==> config.mk <==
export PLATFORM = sky130hd
export DESIGN_NAME = sorted_priority_queue
export DESIGN_NICKNAME = d
export VERILOG_FILES = /design/src/sv/spq_pkg.sv /design/src/sv/spq_cell.sv /design/src/sv/sorted_priority_queue.sv
export SDC_FILE = /design/constraint.sdc
export NUM_CORES = 2
export LEC_CHECK = 0
export ABC_CLOCK_PERIOD_IN_PS = 16300
export BUFFER_PORTS_ARGS = -buffer_cell sky130_fd_sc_hd__buf_2
export CAP_MARGIN = 20
export CORE_ASPECT_RATIO = 0.9
export CORE_MARGIN = 5
export CORE_UTILIZATION = 35
export CTS_BUF_LIST = sky130_fd_sc_hd__clkbuf_8 sky130_fd_sc_hd__clkbuf_16
export DETAILED_ROUTE_END_ITERATION = 10
export GPL_TIMING_DRIVEN = 0
export PLACE_DENSITY_LB_ADDON = 0.08
export SLEW_MARGIN = 5
export SYNTH_ARGS = -nofsm -noshare
export SYNTH_HDL_FRONTEND = slang
export SYNTH_HIERARCHICAL = 1
export SYNTH_SLANG_ARGS = --single-unit
==> constraint.sdc <==
create_clock -name clk -period 16.3 [get_ports clk]
set_input_delay 0.815 -clock clk [delete_from_list [all_inputs] [get_ports clk]]
set_output_delay 0.815 -clock clk [all_outputs]
set_load 0.01 [all_outputs]
==> src/sv/spq_pkg.sv <==
// ----------------------------------------------------------------------------
// spq_pkg: shared definitions for the sorted priority queue
// Capacity, field widths, status codes and the control bundle that the
// queue drives into every cell of the row.
// ----------------------------------------------------------------------------
package spq_pkg;

  localparam int CAPACITY = 16;
  localparam int DATA_W   = 32;
  localparam int CNT_W    = $clog2(CAPACITY + 1);
  localparam int STAT_W   = 2;

  localparam logic [STAT_W-1:0] ST_DONE  = 2'd0;
  localparam logic [STAT_W-1:0] ST_EMPTY = 2'd1;
  localparam logic [STAT_W-1:0] ST_FULL  = 2'd2;

  localparam logic ACT_INSERT = 1'b0;
  localparam logic ACT_REMOVE = 1'b1;

  typedef logic signed [DATA_W-1:0] entry_t;

  // Per-cycle command broadcast to the cells.
  typedef struct packed {
    logic ins;             // insert x into the row this cycle
    logic rem;             // shift the row toward the front this cycle
    logic smallest_first;  // placement order for inserts
  } cell_ctl_t;

endpackage

==> src/sv/spq_cell.sv <==
// ----------------------------------------------------------------------------
// spq_cell: one slot of the sorted row
// Holds one entry and its valid bit. On insert it keeps its entry, takes the
// new value, or takes its left neighbor's entry; on removal it takes its
// right neighbor's entry.
// ----------------------------------------------------------------------------
module spq_cell (
  input  logic              clk,
  input  logic              rst_n,
  input  spq_pkg::cell_ctl_t ctl,
  input  spq_pkg::entry_t   x,
  input  spq_pkg::entry_t   left_entry,
  input  logic              left_valid,
  input  logic              left_any,    // some cell nearer the front takes x
  input  spq_pkg::entry_t   right_entry,
  input  logic              right_valid,
  output spq_pkg::entry_t   entry,
  output logic              valid,
  output logic              any_out,
  output spq_pkg::entry_t   entry_nxt_o,
  output logic              valid_nxt_o
);
  import spq_pkg::*;

  entry_t entry_r, entry_nxt;
  logic   valid_r, valid_nxt;
  logic   hit;

  // An empty slot always accepts; held entries follow the current order.
  assign hit = !valid_r ||
               (ctl.smallest_first ? (entry_r >= x) : (entry_r <= x));

  always_comb begin
    entry_nxt = entry_r;
    valid_nxt = valid_r;
    if (ctl.ins) begin
      if (left_any) begin
        entry_nxt = left_entry;
        valid_nxt = left_valid;
      end else if (hit) begin
        entry_nxt = x;
        valid_nxt = 1'b1;
      end
    end else if (ctl.rem) begin
      entry_nxt = right_entry;
      valid_nxt = right_valid;
    end
  end

  always_ff @(posedge clk) begin
    entry_r <= entry_nxt;
  end

  always_ff @(posedge clk) begin
    if (!rst_n) begin
      valid_r <= 1'b0;
    end else begin
      valid_r <= valid_nxt;
    end
  end

  assign entry       = entry_r;
  assign valid       = valid_r;
  assign any_out     = left_any || hit;
  assign entry_nxt_o = entry_nxt;
  assign valid_nxt_o = valid_nxt;

endmodule

==> src/sv/sorted_priority_queue.sv <==
// ----------------------------------------------------------------------------
// sorted_priority_queue: bounded priority queue on a row of sorting cells
// Every cell updates in the same cycle; results are registered on acceptance.
// Throughput: one transaction per cycle unless a held result stalls the input.
// Reset clears the count, the cell valid bits, the result valid bit and the order
// bit (largest first); entry and result payloads are not cleared.
// ----------------------------------------------------------------------------
module sorted_priority_queue (
  input  logic        clk,
  input  logic        rst_n,
  // Configuration: bit 0 is smallest_first.
  input  logic        cfg_valid,
  output logic        cfg_ready,
  input  logic [0:0]  cfg_data,
  // Input transactions.
  input  logic        in_tvalid,
  output logic        in_tready,
  input  logic [31:0] in_tdata,    // [31:0] value
  input  logic [0:0]  in_tuser,    // [0] action
  // Result transactions.
  output logic        out_tvalid,
  input  logic        out_tready,
  output logic [71:0] out_tdata,   // [31:0] removed_value, [63:32] front_value,
                                   // [64] is_empty, [69:65] entry_count, rest 0
  output logic [1:0]  out_tuser    // [1:0] status
);
  import spq_pkg::*;

  // The queue is a row of cells, front at index 0. Each cell compares its
  // entry with the incoming value, and a prefix OR runs along the row so that
  // exactly the first matching cell takes the value while all cells behind it
  // take their left neighbor's entry. A removal shifts the whole row forward.
  // Because empty cells always match, an insert with no held match lands at
  // the tail. The row is never re-sorted when the order bit changes.

  logic             smallest_first_r;
  logic [CNT_W-1:0] count_r, count_nxt;

  logic             out_valid_r;
  logic [STAT_W-1:0] status_r;
  entry_t           removed_r, front_r;
  logic             empty_r;
  logic [CNT_W-1:0] out_count_r;

  logic             accept;
  logic             is_insert, is_remove;
  logic             full, empty;
  logic [STAT_W-1:0] status_nxt;
  cell_ctl_t        ctl;
  entry_t           x;

  entry_t           cell_entry [CAPACITY];
  logic             cell_valid [CAPACITY];
  logic             cell_any   [CAPACITY];
  entry_t           cell_enxt  [CAPACITY];
  logic             cell_vnxt  [CAPACITY];

  // Configuration writes are always taken; the user makes them only while idle.
  assign cfg_ready = 1'b1;

  always_ff @(posedge clk) begin
    if (!rst_n) begin
      smallest_first_r <= 1'b0;
    end else if (cfg_valid && cfg_ready) begin
      smallest_first_r <= cfg_data[0];
    end
  end

  // The result register frees up when its transaction is taken, so a new
  // input is accepted in the same cycle as the old result leaves.
  assign in_tready = !out_valid_r || out_tready;
  assign accept    = in_tvalid && in_tready;
  assign x         = entry_t'(in_tdata);

  assign full      = (count_r == CNT_W'(CAPACITY));
  assign empty     = (count_r == '0);
  assign is_insert = accept && (in_tuser[0] == ACT_INSERT);
  assign is_remove = accept && (in_tuser[0] == ACT_REMOVE);

  assign ctl.ins            = is_insert && !full;
  assign ctl.rem            = is_remove && !empty;
  assign ctl.smallest_first = smallest_first_r;

  always_comb begin
    count_nxt  = count_r;
    status_nxt = ST_DONE;
    if (is_insert) begin
      if (full) begin
        status_nxt = ST_FULL;
      end else begin
        count_nxt = count_r + CNT_W'(1);
      end
    end else if (is_remove) begin
      if (empty) begin
        status_nxt = ST_EMPTY;
      end else begin
        count_nxt = count_r - CNT_W'(1);
      end
    end
  end

  always_ff @(posedge clk) begin
    if (!rst_n) begin
      count_r <= '0;
    end else begin
      count_r <= count_nxt;
    end
  end

  // The row of cells.
  for (genvar i = 0; i < CAPACITY; i++) begin : g_cell
    entry_t left_e, right_e;
    logic   left_v, right_v, left_a;

    if (i == 0) begin : g_head
      assign left_e = x;
      assign left_v = 1'b0;
      assign left_a = 1'b0;
    end else begin : g_body
      assign left_e = cell_entry[i-1];
      assign left_v = cell_valid[i-1];
      assign left_a = cell_any[i-1];
    end

    if (i == CAPACITY - 1) begin : g_tail
      assign right_e = x;
      assign right_v = 1'b0;
    end else begin : g_inner
      assign right_e = cell_entry[i+1];
      assign right_v = cell_valid[i+1];
    end

    spq_cell u_cell (
      .clk         (clk),
      .rst_n       (rst_n),
      .ctl         (ctl),
      .x           (x),
      .left_entry  (left_e),
      .left_valid  (left_v),
      .left_any    (left_a),
      .right_entry (right_e),
      .right_valid (right_v),
      .entry       (cell_entry[i]),
      .valid       (cell_valid[i]),
      .any_out     (cell_any[i]),
      .entry_nxt_o (cell_enxt[i]),
      .valid_nxt_o (cell_vnxt[i])
    );
  end

  // Result stage: the front after the update comes from the head cell's
  // next value, the removed value from its current one.
  always_ff @(posedge clk) begin
    if (!rst_n) begin
      out_valid_r <= 1'b0;
    end else if (accept) begin
      out_valid_r <= 1'b1;
    end else if (out_tready) begin
      out_valid_r <= 1'b0;
    end
  end

  always_ff @(posedge clk) begin
    if (accept) begin
      status_r    <= status_nxt;
      removed_r   <= ctl.rem ? cell_entry[0] : '0;
      front_r     <= cell_vnxt[0] ? cell_enxt[0] : '0;
      empty_r     <= (count_nxt == '0);
      out_count_r <= count_nxt;
    end
  end

  assign out_tvalid = out_valid_r;
  assign out_tuser  = status_r;
  assign out_tdata  = {2'b00, out_count_r, empty_r, front_r, removed_r};

  // Checks.
  a_count_bound: assert property (@(posedge clk) disable iff (!rst_n)
    count_r <= CNT_W'(CAPACITY))
    else $error("entry count exceeds capacity");

  a_head_valid: assert property (@(posedge clk) disable iff (!rst_n)
    cell_valid[0] == (count_r != '0))
    else $error("head cell valid bit disagrees with the count");

  a_result_follows: assert property (@(posedge clk) disable iff (!rst_n)
    accept |=> out_valid_r)
    else $error("accepted transaction produced no result");

  a_empty_flag: assert property (@(posedge clk) disable iff (!rst_n)
    out_valid_r |-> (empty_r == (out_count_r == '0)))
    else $error("empty flag disagrees with reported count");

  a_full_drop: assert property (@(posedge clk) disable iff (!rst_n)
    (out_valid_r && status_r == ST_FULL) |-> (out_count_r == CNT_W'(CAPACITY)))
    else $error("insert dropped while queue not full");

endmodule
# Yosys cells after proc, flatten, opt, wreduce, memory -nomap -nowiden
# Cells that the tools add are included.
[word_totals] regBits=607 out_inout_bits=77 wordCells=317
[classes] add_sub_neg=2 order_cmp=32 eq_ne=16 n_mux=152 bitwise=1 reduce_logical=74
[ops] operator="2-to-1 mux 32 bit" n=63
[ops] operator=">= comparator 32 bit" n=16
[ops] operator="less-or-equal comparator 32 bit" n=16
[ops] operator="2-to-1 mux 1 bit" n=83
[ops] operator="inequality test 3 x 1 -> 1 bit, second input constant" n=15
[ops] operator="logical OR 1 bit" n=31
[ops] operator="AND reduction 2 bit" n=15
[ops] operator="2-to-1 mux 5 bit" n=4
[ops] operator="zero test 1 bit" n=19
[ops] operator="zero test 5 bit" n=2
[ops] operator="adder 5 x 1 -> 5 bit, second input constant" n=1
[ops] operator="equality test 5 bit, second input constant" n=1
[ops] operator="logical AND 1 bit" n=5
[ops] operator="subtractor 5 x 1 -> 5 bit, second input constant" n=1
[ops] operator="2-to-1 mux 2 bit" n=2
[ops] operator="nonzero test 2 bit" n=2
[ops] operator="inverter 1 bit" n=1

# Depth between registers and ports, before layout
[depth] ltp_word=19 depth_mapped=67 mapped_depth_nobuf=39

# By module
# Netlist, hierarchy kept.
[by_module_without_submodules] mod="spq_cell at g_cell[0].u_cell ..." instances=14 cells_each=378 area_each_um2=2852.7 seq_area_each_um2=660.6
[by_module_without_submodules] mod="spq_cell at g_cell[8].u_cell ..." instances=2 cells_each=386 area_each_um2=2974.1 seq_area_each_um2=660.6
[by_module_without_submodules] mod="sorted_priority_queue" instances=1 cells_each=225 area_each_um2=3234.4 seq_area_each_um2=2302.2

# Worst setup path before layout
# OpenSTA, ideal clock, no wires.
[synth_timing] path_type="input to register" startpoint="input port in_tdata[22]" endpoint="register g_cell[15].u_cell.entry_r[21]" setup_time_ps=123 arrival_ps=11973 slack_ps=4203 stages=67 path_buffers=29 cell_sequence="inv_1 > ha_1 > a21oi_2 > nand2_1 > a221o_1 > o31a_1 > nor4_4 > mux2_4 > buf_6 > nand2_1 > clkbuf_1 > clkbuf_1 > inv_1 > nand2_1 > clkbuf_1 > clkbuf_1 > inv_1 > nand2_1 > [... 31 more ...] > nand2_1 > clkbuf_1 > clkbuf_1 > inv_1 > nand2_1 > clkbuf_1 > clkbuf_1 > inv_1 > nand2_1 > clkbuf_1 > clkbuf_1 > inv_1 > nand2_1 > clkbuf_1 > nand2_1 > clkbuf_1 > o22ai_1 > a31oi_1"
[synth_rtl] item="from (decl)" line="sorted_priority_queue.sv:18" text="input logic [31:0] in_tdata,"
[synth_rtl] item="to (signal assigned)" line="spq_cell.sv:51" text="entry_r <= entry_nxt;"
[synth_rtl] item="to (decl)" line="spq_cell.sv:25" text="entry_t entry_r, entry_nxt;"

==> flow_summary.json <==
{
  "status": "finished, final reports clean",
  "arrival_ns": 15.92,
  "grt_usage": 0.255,
  "htreeDepth": 3,
  "rsz0062_at_grt": "false",
  "cts_tree": "built",
  "num-nets-final": 7051,
  "r2r-end": "g_cell[15].u_cell/entry[9]$_DFF_P_",
  "core_area_sq_mm": 0.140,
  "num_vias": 48882,
  "grt_max_degree": 58,
  "areaGrowthSynthToFinish_pct": 12.3,
  "post-route-period-util": 0.941,
  "critPathRequiredTime_ns": 16.87,
  "clk_pin_slew_ns": 0.06,
  "cts_buffer_depth": 3,
  "critPathMaxStageDelay_ns": 0.44,
  "grt_pass1_wl_um": 294000,
  "final-seq-area_sq_mm": 0.0129,
  "cts-root-buf": "clkbuf_16",
  "yosysWarningCount": 6,
  "cp_common_cell": "nand2_1",
  "drtAntennaViolNets": 0,
  "min_path_type": "primary input to register",
  "post-route-util": 0.395,
  "remaining_drc_errors": 0,
  "holdWs_ns": 0.360,
  "dr.first_iter.drc_count": 4709,
  "port-buffer-count": 112,
  "antenna_found_initial": 1,
  "multi_input_area_sq_mm": 0.0322,
  "post-cts-setup-buffers": 0,
  "first_pass_iters": 7,
  "leakage_uw": 0.0223,
  "period_needed_ns": 15.35,
  "die_y_um": 365,
  "slowest_stage": "buf_2",
  "path_max_fanout": 15,
  "syn_area_per_cell_sq_um": 7.81,
  "clkSinkCount": 607,
  "clock.fmax_ghz": 0.0652,
  "reg2reg_from": "g_cell[0].u_cell/entry[13]$_DFF_P_",
  "drv_slew": 0,
  "routed_wl_um": 196000,
  "hold_buffers": 0,
  "critPathKind": "primary input to register",
  "tightest_slew_ns": 1.12,
  "worstSkewPairLatency_ns": 0.71,
  "drive_above_1_share": 0.143,
  "design.portCount": 116,
  "p_per_area_mw_per_mm2": 172,
  "rrSetupSlack_ns": 1.23,
  "worstHoldStart": "cfg_data",
  "start_kind": "primary input",
  "setup.worst_path.start": "in_tdata[22]",
  "cts_resized": 29,
  "place.gp.congestion": 0.862,
  "netlist_instances": 6287,
  "hold_viol": 0,
  "grt_pass1_vias": 45814,
  "gr-total-overflow": 0,
  "detailed_place_hpwl_um": 148000,
  "die_x_um": 405,
  "fp.dieArea_sq_mm": 0.148,
  "end_kind": "register",
  "r2r_cells": 63,
  "wire_per_inst_um": 23.2,
  "routed_via_density": 5.81,
  "maxSlewHeadroom": 0.251,
  "skew_ns": 0.0315,
  "row_count": 130,
  "cts_buffers": 80,
  "drv_cap": 0,
  "fillCellCount": 14349,
  "crit_end": "g_cell[15].u_cell/entry[9]$_DFF_P_",
  "setup-tns-final_ns": 0,
  "irDropWorstVdd_v": 0.0000930,
  "initial_utilization": 0.352,
  "synth_area_sq_mm": 0.0491,
  "setup_viol": 0
}
-- area by class of cell --
cell class | instances | area share
multi-input cells | 4720 | 0.584
flip-flops and latches | 607 | 0.233
well taps | 1848 | 0.0419
clock buffers | 96 | 0.0403
inverters | 554 | 0.0378
plain buffers | 407 | 0.0361
repair buffers | 128 | 0.0176
clock inverters | 51 | 0.00907
diodes | 1 | 0.0000454
-- state kept, by name, summed over array words and instances (netlist names) --
register / cells
out_count_r: 5
removed_r: 32
front_r: 32
g_cell.u_cell/valid: 16
empty_r: 1
g_cell.u_cell/entry: 512
out_tvalid: 1
count_r: 5
out_tuser: 2
smallest_first_r: 1
-- per-layer routing --
| layer | up-vias | global-route usage | wire length, um |
|---|---|---|---|
| li1 | 23575 | - | - |
| met1 | 23200 | 0.394 | 97400 |
| met2 | 1838 | 0.365 | 78600 |
| met3 | 269 | 0.0336 | 13400 |
| met4 | 0 | 0.0731 | 6150 |
| met5 | - | 0 | 0 |
-- report_power, final --
| group | switching, uW | internal, uW |
|---|---|---|
| clock network | 799 | 1060 |
| registers | 1270 | 2200 |
| logic | 2260 | 1900 |
-- metrics by stage --
stage                     cells  power (uW)  instance area, sq um  worst slack (ns)
after floorplan            6291        5900                 49100              4.20
after detailed placement   8267        7540                 52400             -2.08
after global routing       8411       10200                 55100             0.139
after global placement     8251        7460                 52000             -2.15
after CTS                  8414        9450                 55100            0.0910
final                      8412        9490                 55200             0.954
-- critical path, delay by kind of cell --
family / cells / cell delay [ns]
compound gates: 4 / 1.05
buf+inv: 40 / 10.15
mux: 1 / 0.39
fa+ha+maj: 1 / 0.36
simple gates: 19 / 3.02
-- layout by cell type, fill, tap and decap left out, types with 14 or more instances in the layout --
cell	instances
edfxtp_1	72
a21boi_0	16
o211ai_1	30
and2_1	96
clkbuf_1	273
ha_1	514
a311oi_1	16
nor2b_1	31
nand2_1	1018
xnor2_1	17
a21o_1	16
o21ai_1	32
o22ai_1	497
nand4_1	97
mux2i_1	33
mux2_4	14
clkbuf_16	80
clkbuf_2	19
buf_6	54
a21oi_2	14
nand3_1	110
nor2_1	141
mux2i_2	14
buf_1	16
clkbuf_8	16
inv_1	574
nor4_4	14
a221o_1	14
o21ai_0	113
o31a_1	28
buf_2	138
dfxtp_1	534
buf_4	16
a31oi_1	484
a21oi_1	701
mux2_2	494
nor4_1	28
nor3_1	18
and3_1	31
a211oi_1	30
-- how the worst min path moves through the flow --
stage / cells past startpoint / endpoint
final: 3 / smallest_first_r$_SDFFE_PN0P_
after global routing: 3 / smallest_first_r$_SDFFE_PN0P_
after CTS: 3 / smallest_first_r$_SDFFE_PN0P_
after detailed placement: 2 / g_cell[15].u_cell/entry[28]$_DFF_P_
after global placement: 2 / g_cell[15].u_cell/entry[31]$_DFF_P_
after floorplan: 2 / g_cell[15].u_cell/entry[10]$_DFF_P_
No activity file was read; power rests on OpenSTA's default activity.
